<file path="config.mk">
export PLATFORM = sky130hd
export DESIGN_NAME = gwpi_front
export DESIGN_NICKNAME = d
export VERILOG_FILES = /design/src/hw/rtl/gwpi_pkg.sv /design/src/hw/rtl/gwpi_front.sv
export SDC_FILE = /design/constraint.sdc
export NUM_CORES = 1
export LEC_CHECK = 0
export ABC_AREA = 1
export BUFFER_PORTS_ARGS = -buffer_cell sky130_fd_sc_hd__buf_4
export CORE_UTILIZATION = 49
export DETAILED_ROUTE_END_ITERATION = 8
export HOLD_SLACK_MARGIN = 0.08
export PLACE_DENSITY = 0.82
export SYNTH_ARGS = -nofsm -noshare
export SYNTH_HDL_FRONTEND = slang
export SYNTH_SLANG_ARGS = --single-unit
</file>
<file path="constraint.sdc">
create_clock -name clk -period 11.1 [get_ports clk]
set_input_delay 2.22 -clock clk [delete_from_list [all_inputs] [get_ports clk]]
set_output_delay 2.22 -clock clk [all_outputs]
set_load 0.05 [all_outputs]
</file>
<file path="src/hw/rtl/gwpi_pkg.sv">
`default_nettype none
package gwpi_pkg;

	localparam int MAX_MEASURES = 256;
	localparam int ADDR_W       = $clog2(MAX_MEASURES);
	localparam int CNT_W        = $clog2(MAX_MEASURES + 1);
	localparam int EXP_DEPTH    = 1024;
	localparam int IDX_W        = $clog2(EXP_DEPTH);
	localparam int TAYLOR_TERMS = 24;
	localparam int R2_W         = 50;
	// weight is nonzero only while r2/4 stays below 16.0, i.e. r2 < 2^38 in Q.32
	localparam int R2_CUT       = 38;
	localparam int SLOT_W       = 8;
	localparam int POS_W        = 32;
	localparam int SCALE_W      = 24;
	localparam int VAL_W        = 32;
	localparam int W_W          = 16;
	localparam int WSUM_W       = W_W + ADDR_W + 1;
	localparam int DATA_IN_W    = 216;

	typedef enum logic {
		OP_LOAD  = 1'b0,
		OP_QUERY = 1'b1
	} op_t;

	typedef enum logic [2:0] {
		ST_IDLE,
		ST_SWEEP,
		ST_DRAIN,
		ST_DIV,
		ST_OUT
	} state_t;

	typedef struct packed {
		op_t                       op;
		logic [SLOT_W-1:0]         slot;
		logic signed [POS_W-1:0]   pos_x;
		logic signed [POS_W-1:0]   pos_y;
		logic signed [POS_W-1:0]   pos_z;
		logic [SCALE_W-1:0]        scale_x;
		logic [SCALE_W-1:0]        scale_y;
		logic [SCALE_W-1:0]        scale_z;
		logic signed [VAL_W-1:0]   sample_value;
		logic                      use_flag;
	} item_t;

	typedef struct packed {
		logic signed [POS_W-1:0]   pos_x;
		logic signed [POS_W-1:0]   pos_y;
		logic signed [POS_W-1:0]   pos_z;
		logic [SCALE_W-1:0]        scale_x;
		logic [SCALE_W-1:0]        scale_y;
		logic [SCALE_W-1:0]        scale_z;
		logic signed [VAL_W-1:0]   value;
		logic                      enabled;
	} meas_t;

	typedef struct packed {
		logic start;
		logic neg;
	} div_ctl_t;

	typedef logic [W_W-1:0] rom_t [EXP_DEPTH];

	function automatic logic [63:0] div_small(logic [63:0] x, int n);
		case (n)
			1: return x;        2: return x / 2;    3: return x / 3;    4: return x / 4;
			5: return x / 5;    6: return x / 6;    7: return x / 7;    8: return x / 8;
			9: return x / 9;    10: return x / 10;  11: return x / 11;  12: return x / 12;
			13: return x / 13;  14: return x / 14;  15: return x / 15;  16: return x / 16;
			17: return x / 17;  18: return x / 18;  19: return x / 19;  20: return x / 20;
			21: return x / 21;  22: return x / 22;  23: return x / 23;  24: return x / 24;
			default: return x;
		endcase
	endfunction

	// exp(-16k/depth): taylor series for exp(-k/depth) in Q.40, then squared four times
	function automatic rom_t build_rom();
		rom_t        r;
		logic [63:0] term;
		logic [63:0] sum;
		logic [63:0] t;
		logic [63:0] w;
		for (int k = 0; k < EXP_DEPTH; k++) begin
			term = 64'd1 << 40;
			sum  = term;
			for (int n = 1; n <= TAYLOR_TERMS; n++) begin
				term = div_small((term * 64'(k)) >> IDX_W, n);
				if (n % 2 == 1) begin
					sum = sum - term;
				end else begin
					sum = sum + term;
				end
			end
			t = sum >> 10;
			for (int i = 0; i < 4; i++) begin
				t = (t * t) >> 30;
			end
			w = (t + (64'd1 << 13)) >> 14;
			if (w > 64'd65535) begin
				w = 64'd65535;
			end
			r[k] = w[W_W-1:0];
		end
		return r;
	endfunction

	localparam rom_t EXP_ROM = build_rom();

endpackage
`default_nettype wire

</file>
<file path="src/hw/rtl/gwpi_front.sv">
`default_nettype none
module gwpi_front (
	input  wire logic                            clk,
	input  wire logic                            arst_n,
	input  wire logic                            s_tvalid,
	output logic                                 s_tready,
	input  wire logic [gwpi_pkg::DATA_IN_W-1:0]  s_tdata,
	input  wire logic                            s_tuser,
	output logic                                 item_valid,
	output gwpi_pkg::item_t                      item,
	input  wire logic                            item_pop
);

	gwpi_pkg::item_t in_item;
	gwpi_pkg::item_t buf_q [2];
	logic [1:0]      count_q;
	logic            wr_ptr_q;
	logic            rd_ptr_q;
	logic            push;
	logic            pop;

	always_comb begin
		in_item.op           = s_tuser ? gwpi_pkg::OP_QUERY : gwpi_pkg::OP_LOAD;
		in_item.slot         = s_tdata[7:0];
		in_item.pos_x        = s_tdata[39:8];
		in_item.pos_y        = s_tdata[71:40];
		in_item.pos_z        = s_tdata[103:72];
		in_item.scale_x      = s_tdata[127:104];
		in_item.scale_y      = s_tdata[151:128];
		in_item.scale_z      = s_tdata[175:152];
		in_item.sample_value = s_tdata[207:176];
		in_item.use_flag     = s_tdata[208];
	end

	assign s_tready   = (count_q != 2'd2);
	assign push       = s_tvalid && s_tready;
	assign item_valid = (count_q != 2'd0);
	assign pop        = item_pop && item_valid;
	assign item       = buf_q[rd_ptr_q];

	always_ff @(posedge clk) begin
		if (push) begin
			buf_q[wr_ptr_q] <= in_item;
		end
	end

	always_ff @(posedge clk or negedge arst_n) begin
		if (!arst_n) begin
			count_q  <= 2'd0;
			wr_ptr_q <= 1'b0;
			rd_ptr_q <= 1'b0;
		end else begin
			if (push) begin
				wr_ptr_q <= ~wr_ptr_q;
			end
			if (pop) begin
				rd_ptr_q <= ~rd_ptr_q;
			end
			case ({push, pop})
				2'b10:   count_q <= count_q + 2'd1;
				2'b01:   count_q <= count_q - 2'd1;
				default: count_q <= count_q;
			endcase
		end
	end

endmodule
`default_nettype wire

</file>
* Word-level counts from Yosys, hierarchy flattened
Memory sizes are Yosys's and may differ from the RTL's.
Cells that the tools add are included.
** Storage, ports and cells
- Register bits after elaboration :: 4
- Output and inout port bits :: 212
- Input bits :: 221
- Memories :: 1
- Logic and storage cells :: 19
- ROM bits :: 0
- Bits in writable memories :: 420
- Bits in latches :: 0
** Cells by class
- Equality and inequality tests :: 3
- $lt $le $gt $ge :: 0
- Bitwise operators :: 2
- Add/subtract/negate cells :: 2
- Multipliers :: 0
- Reduce and logical (&&, ||, !) cells :: 4
- Muxes and demuxes :: 4
- Shift operators :: 0
- Divide/modulo/power cells :: 0
** Memories
- buf_q :: words 2, bits a word 210, rd ports 1, clocked after memory_dff 0, write ports 1, line gwpi_front.sv:15 : gwpi_pkg::item_t buf_q [2];
** Operators with widths (number)
- case mux 2 bit (2 select lines) :: 1
- nonzero test 2 bit :: 2
- 2-to-1 mux 1 bit :: 3
- adder 2 x 1 -> 2 bit, second input constant :: 1
- == test 2 x 1 -> 1 bit, second input constant :: 1
- == test 2 bit, second input constant :: 1
- logical AND 1 bit :: 2
- inequality test 2 bit, second input constant :: 1
- NOT 1 bit :: 2
- subtractor 2 x 1 -> 2 bit, second input constant :: 1

* Longest topological paths before layout
- Depth in word-level cells :: 4
- Gate-level depth with buffers :: 10
- Gate-level depth less buffers :: 10

* Worst setup path after synthesis
No wires, ideal clock.
- Kind :: input-to-reg
- Start :: in s_tvalid
- End :: mem buf_q[1][0] in the netlist's numbering (enable)
- Stages :: 2
- Arrival time :: 11066 ps
- Setup slack :: -753 ps
- Buffers on the path :: 0
- Library setup time :: 786 ps
- Required time :: 10314 ps
- Path through :: nand2_1 > nor2_1
** Between the ends
- Cells in the longest elaborated chain, start to end :: 3
** Ends and longest elaborated chain
- start, declared :: line gwpi_front.sv:5 : input wire logic s_tvalid,
- logical AND 1 bit :: line gwpi_front.sv:36 : assign push = s_tvalid && s_tready;
- 2-to-1 mux 1 bit :: line gwpi_front.sv:42 : if (push) begin
- 2-to-1 mux 1 bit (not written as such) :: line gwpi_front.sv:43 : buf_q[wr_ptr_q] <= in_item;
- end, declared :: line gwpi_front.sv:15
No other way between the ends.

==> impl_results.html <==
<table>
<tr><th>Metric</th><th>Value</th></tr>
<tr><th colspan="2">Outcome</th></tr>
<tr><td>Result of the run</td><td>completed</td></tr>
<tr><th colspan="2">Synthesis</th></tr>
<tr><td>Syn Nets</td><td>1349</td></tr>
<tr><td>Cell area after synthesis</td><td>15600 um^2</td></tr>
<tr><td>Register area share after synthesis</td><td>0.816</td></tr>
<tr><td>Top-area cell type share of the netlist area</td><td>0.810</td></tr>
<tr><td>Number of flip-flops and latches in the synthesized netlist</td><td>424</td></tr>
<tr><td>Ys Warns</td><td>0</td></tr>
<tr><td>Area leader, netlist</td><td>sky130_fd_sc_hd__edfxtp_1</td></tr>
<tr><td>Synth unique cells</td><td>14</td></tr>
<tr><td>Gate count after technology mapping</td><td>1127</td></tr>
<tr><td>Synthesized area divided by synthesized cell count</td><td>13.8 um^2</td></tr>
<tr><td>Leading cell types by total area after synthesis</td><td>sky130_fd_sc_hd__edfxtp_1 81%, sky130_fd_sc_hd__nand2_1 15%, sky130_fd_sc_hd__buf_6 1.2%, sky130_fd_sc_hd__buf_4 0.72%, sky130_fd_sc_hd__dfrtp_1 0.64%</td></tr>
<tr><th colspan="2">Finish</th></tr>
<tr><td>Area of the multi-input gates</td><td>2470 um^2</td></tr>
<tr><td>Finished Cell Area</td><td>20400 um^2</td></tr>
<tr><td>Fraction of final layout cells sized beyond drive strength 1</td><td>0.312</td></tr>
<tr><td>Post-synthesis to final-layout area growth</td><td>30.7%</td></tr>
<tr><td>Number of cells in the finished layout apart from fillers</td><td>1990</td></tr>
<tr><td>Area taken by flip-flops and latches</td><td>12700 um^2</td></tr>
<tr><td>Number of filler instances in the final layout</td><td>2081</td></tr>
<tr><td>Final layout net count</td><td>1781</td></tr>
<tr><th colspan="2">GRT</th></tr>
<tr><td>Overall fraction of global-route tracks in use</td><td>0.224</td></tr>
<tr><td>Remaining global-route overflow</td><td>0</td></tr>
<tr><td>Antenna violations before repair</td><td>3</td></tr>
<tr><td>Via count of the first global-routing pass</td><td>10.5k</td></tr>
<tr><td>Wire length of the first global-routing pass</td><td>55900 um</td></tr>
<tr><td>Largest net degree at the start of global routing</td><td>120</td></tr>
<tr><th colspan="2">Clocking</th></tr>
<tr><td>Max H-tree Level</td><td>2</td></tr>
<tr><td>Sink Count</td><td>424</td></tr>
<tr><td>Post-CTS clock slew at the launch and capture registers of the worst setup and hold paths</td><td>60 ps</td></tr>
<tr><td>Root buffer cell</td><td>sky130_fd_sc_hd__clkbuf_16</td></tr>
<tr><td>TritonCTS clock tree</td><td>yes</td></tr>
<tr><td>Buffers from clock root to sink, at most</td><td>3</td></tr>
<tr><td>Skew-Pair Late Insertion Delay</td><td>520 ps</td></tr>
<tr><td>Post_cts resized</td><td>0</td></tr>
<tr><td>Post-CTS setup-driven buffer insertion count</td><td>0</td></tr>
<tr><td>Clock buffers created by TritonCTS</td><td>43</td></tr>
<tr><td>Hold-fix buffers, CTS</td><td>0</td></tr>
<tr><th colspan="2">STA</th></tr>
<tr><td>Hold Vio Cnt, Final</td><td>0</td></tr>
<tr><td>Total negative slack for setup checks</td><td>0 ps</td></tr>
<tr><td>Total count of max-transition violations in the final report</td><td>0</td></tr>
<tr><td>Finish-stage setup viols</td><td>0</td></tr>
<tr><td>Minimum period implied by the final worst setup slack</td><td>5710 ps</td></tr>
<tr><td>Clock Skews</td><td>16.0 ps</td></tr>
<tr><td>Portion of the clock cycle consumed by the worst path in the final layout</td><td>0.515</td></tr>
<tr><td>Relative slew margins</td><td>0.297</td></tr>
<tr><td>Worst Tran Pin Value</td><td>1050 ps</td></tr>
<tr><td>Setup repair after global routing missed its margin</td><td>no</td></tr>
<tr><td>Fmax</td><td>175 MHz</td></tr>
<tr><th colspan="2">Worst setup path</th></tr>
<tr><td>Slowest stage delay, CP</td><td>870 ps</td></tr>
<tr><td>Number of buffers and inverters on the critical path</td><td>3</td></tr>
<tr><td>Largest delay contributor family on the critical path</td><td>buffers and inverters</td></tr>
<tr><td>CP Max Fanout</td><td>119</td></tr>
<tr><td>Worst-case reg-to-reg path depth</td><td>6</td></tr>
<tr><td>Endpoint required time on the critical path</td><td>8880 ps</td></tr>
<tr><td>Data arrival time of the critical path</td><td>3490 ps</td></tr>
<tr><td>R2r setup slk</td><td>7580 ps</td></tr>
<tr><td>Crit path launch type</td><td>flip-flop</td></tr>
<tr><td>Critical Path Slowest Stage Cell</td><td>sky130_fd_sc_hd__buf_4</td></tr>
<tr><td>Setup CP Type</td><td>reg2out</td></tr>
<tr><td>Startpoint of the lowest-slack register-to-register path</td><td>count_q[0]$_DFFE_PN0P_</td></tr>
<tr><td>Cell-by-cell trace of the critical path</td><td>inv_6, buf_4, nand2_1, nand2_1, buf_4</td></tr>
<tr><td>Capturing element type of the critical path</td><td>output port</td></tr>
<tr><td>FF-to-FF End</td><td>buf_q[1][40]$_DFFE_PP_</td></tr>
<tr><th colspan="2">Die</th></tr>
<tr><td>DIE HEIGHT</td><td>180 um</td></tr>
<tr><td>Die Width</td><td>180 um</td></tr>
<tr><td>Std-Cell Core Area</td><td>30900 um^2</td></tr>
<tr><td>I/O pin count</td><td>433</td></tr>
<tr><td>Std cell rows</td><td>64</td></tr>
<tr><td>Starting Density</td><td>0.504</td></tr>
<tr><td>Die ar.</td><td>32500 um^2</td></tr>
<tr><th colspan="2">Routing</th></tr>
<tr><td>Post-detailed-route count of antenna-violating nets</td><td>0</td></tr>
<tr><td>Overall via count from detail_route</td><td>9950</td></tr>
<tr><td>Routed len/inst</td><td>18.5 um</td></tr>
<tr><td>Avg Vias per Cell</td><td>5.00</td></tr>
<tr><td>Number of remaining DRC errors</td><td>0</td></tr>
<tr><td>Final routed wirelength across all metal layers</td><td>36800 um</td></tr>
<tr><td>First-pass DRT Iterations</td><td>5</td></tr>
<tr><td>Count of routing violations after the opening detailed-route iteration</td><td>684</td></tr>
<tr><th colspan="2">Pwr</th></tr>
<tr><td>Final total power</td><td>6.83 mW</td></tr>
<tr><td>Worst voltage drop across the vdd grid</td><td>0.246 mV</td></tr>
<tr><td>Pleak</td><td>8.66 nW</td></tr>
<tr><td>Power density over the cells</td><td>335 nW/um^2</td></tr>
<tr><th colspan="2">Placement</th></tr>
<tr><td>Cells after DPL</td><td>1910</td></tr>
<tr><td>Detailed Place HPWL</td><td>23400 um</td></tr>
<tr><td>DP Area</td><td>19000 um^2</td></tr>
<tr><td>Gpl congestion</td><td>0.751</td></tr>
<tr><td>Number of buffers inserted by port buffering</td><td>425</td></tr>
<tr><th colspan="2">Worst hold path</th></tr>
<tr><td>Beginning of the worst hold path</td><td>count_q[1]$_DFFE_PN0P_</td></tr>
<tr><td>Destination of the worst hold path</td><td>count_q[1]$_DFFE_PN0P_</td></tr>
<tr><td>Path category of the worst min-delay check</td><td>reg2reg</td></tr>
<tr><td>Number of stages on the worst hold path</td><td>2</td></tr>
<tr><th colspan="2">Run</th></tr>
<tr><td>MaxCap Viol Count</td><td>0</td></tr>
</table>
## worst register-to-register path, cell delays in order, from the launching register on
cell and delay (ps):
sky130_fd_sc_hd__dfrtp_1 400, sky130_fd_sc_hd__inv_1 90, sky130_fd_sc_hd__nand2_1 120, sky130_fd_sc_hd__nand2_1 170, sky130_fd_sc_hd__nor2_4 710, sky130_fd_sc_hd__buf_4 720
sky130_fd_sc_hd__buf_4 890
## routing by layer
metal  track usage  share of wire  up-vias
met3        0.0835           0.11       82
met1         0.238           0.34     4706
met4        0.0889          0.037        0
met2         0.401           0.51      485
li1              -              -     4677
met5             0              0        -
## through the flow
step	utilization	worst slack [ps]	hold slack, ps
final	0.659	5390	531
after global routing	0.659	5160	560
after CTS	0.658	5340	525
after detailed placement	0.614	5900	511
after global placement	0.614	5900	482
after floorplan	-	2800	462
## area by class of cell
class / count / share of cell area
Tap cell: 396 / 0.0243
Sequential cell: 424 / 0.625
Timing Repair Buffer: 434 / 0.160
Multi-Input combinational cell: 649 / 0.121
Clock buffer: 52 / 0.0566
Antenna cell: 3 / 0.000369
Inverter: 7 / 0.00154
Clock inverter: 25 / 0.0111
## kinds of logic after synthesis
| logic type | count (synthesis) | synth area share |
|---|---|---|
| AND/OR/NAND/NOR | 646 | 0.156 |
| flip-flops | 424 | 0.816 |
| buffers and inverters | 54 | 0.0262 |
| AO/OA/AOI/OAI | 1 | 0.000321 |
| XOR/XNOR | 1 | 0.000562 |
| adder cells (fa/ha/maj) | 1 | 0.000803 |
## cell usage in the layout, fill, tap and decap left out, drive strengths merged
cell	n
buf	434
ha	1
a21oi	1
dfrtp	4
clkbuf	52
xnor2	1
clkinv	16
nand4	1
clkinvlp	3
diode	3
bufinv	4
inv	9
nor2	3
nand2	640
edfxtp	420
nand3	2
## sequential cells by signal (all words and copies together), names as in the netlist
signal and count:
wr_ptr_q 1, buf_q 420, count_q 2, rd_ptr_q 1
## synthesized netlist by cell type (all sizes together)
cell type    n
nor2         3
nand3        2
ha           1
xnor2        1
edfxtp     420
inv          7
buf         47
dfrtp        4
nand2      640
a21oi        1
nand4        1
## how the worst max path moves through the flow
stage	from	end	slack, ps	cells after the start
2_1_floorplan	s_tvalid	buf_q[1][0]$_DFFE_PP_	2800	2
3_3_place_gp	s_tvalid	buf_q[1][43]$_DFFE_PP_	5900	5
3_5_place_dp	s_tvalid	buf_q[1][46]$_DFFE_PP_	5900	5
4_1_cts	rd_ptr_q$_DFFE_PN0P_	item[177]	5340	5
5_1_grt	rd_ptr_q$_DFFE_PN0P_	item[177]	5160	5
6_report	rd_ptr_q$_DFFE_PN0P_	item[43]	5390	5
## where the power goes
part           switching (mW)  total, mW  internal, mW
combinational            2.37       3.12         0.748
clock                   0.575       1.41         0.832
sequential              0.112       2.30          2.19
total                    3.06       6.83          3.77
(Power assumes the default switching activity.)
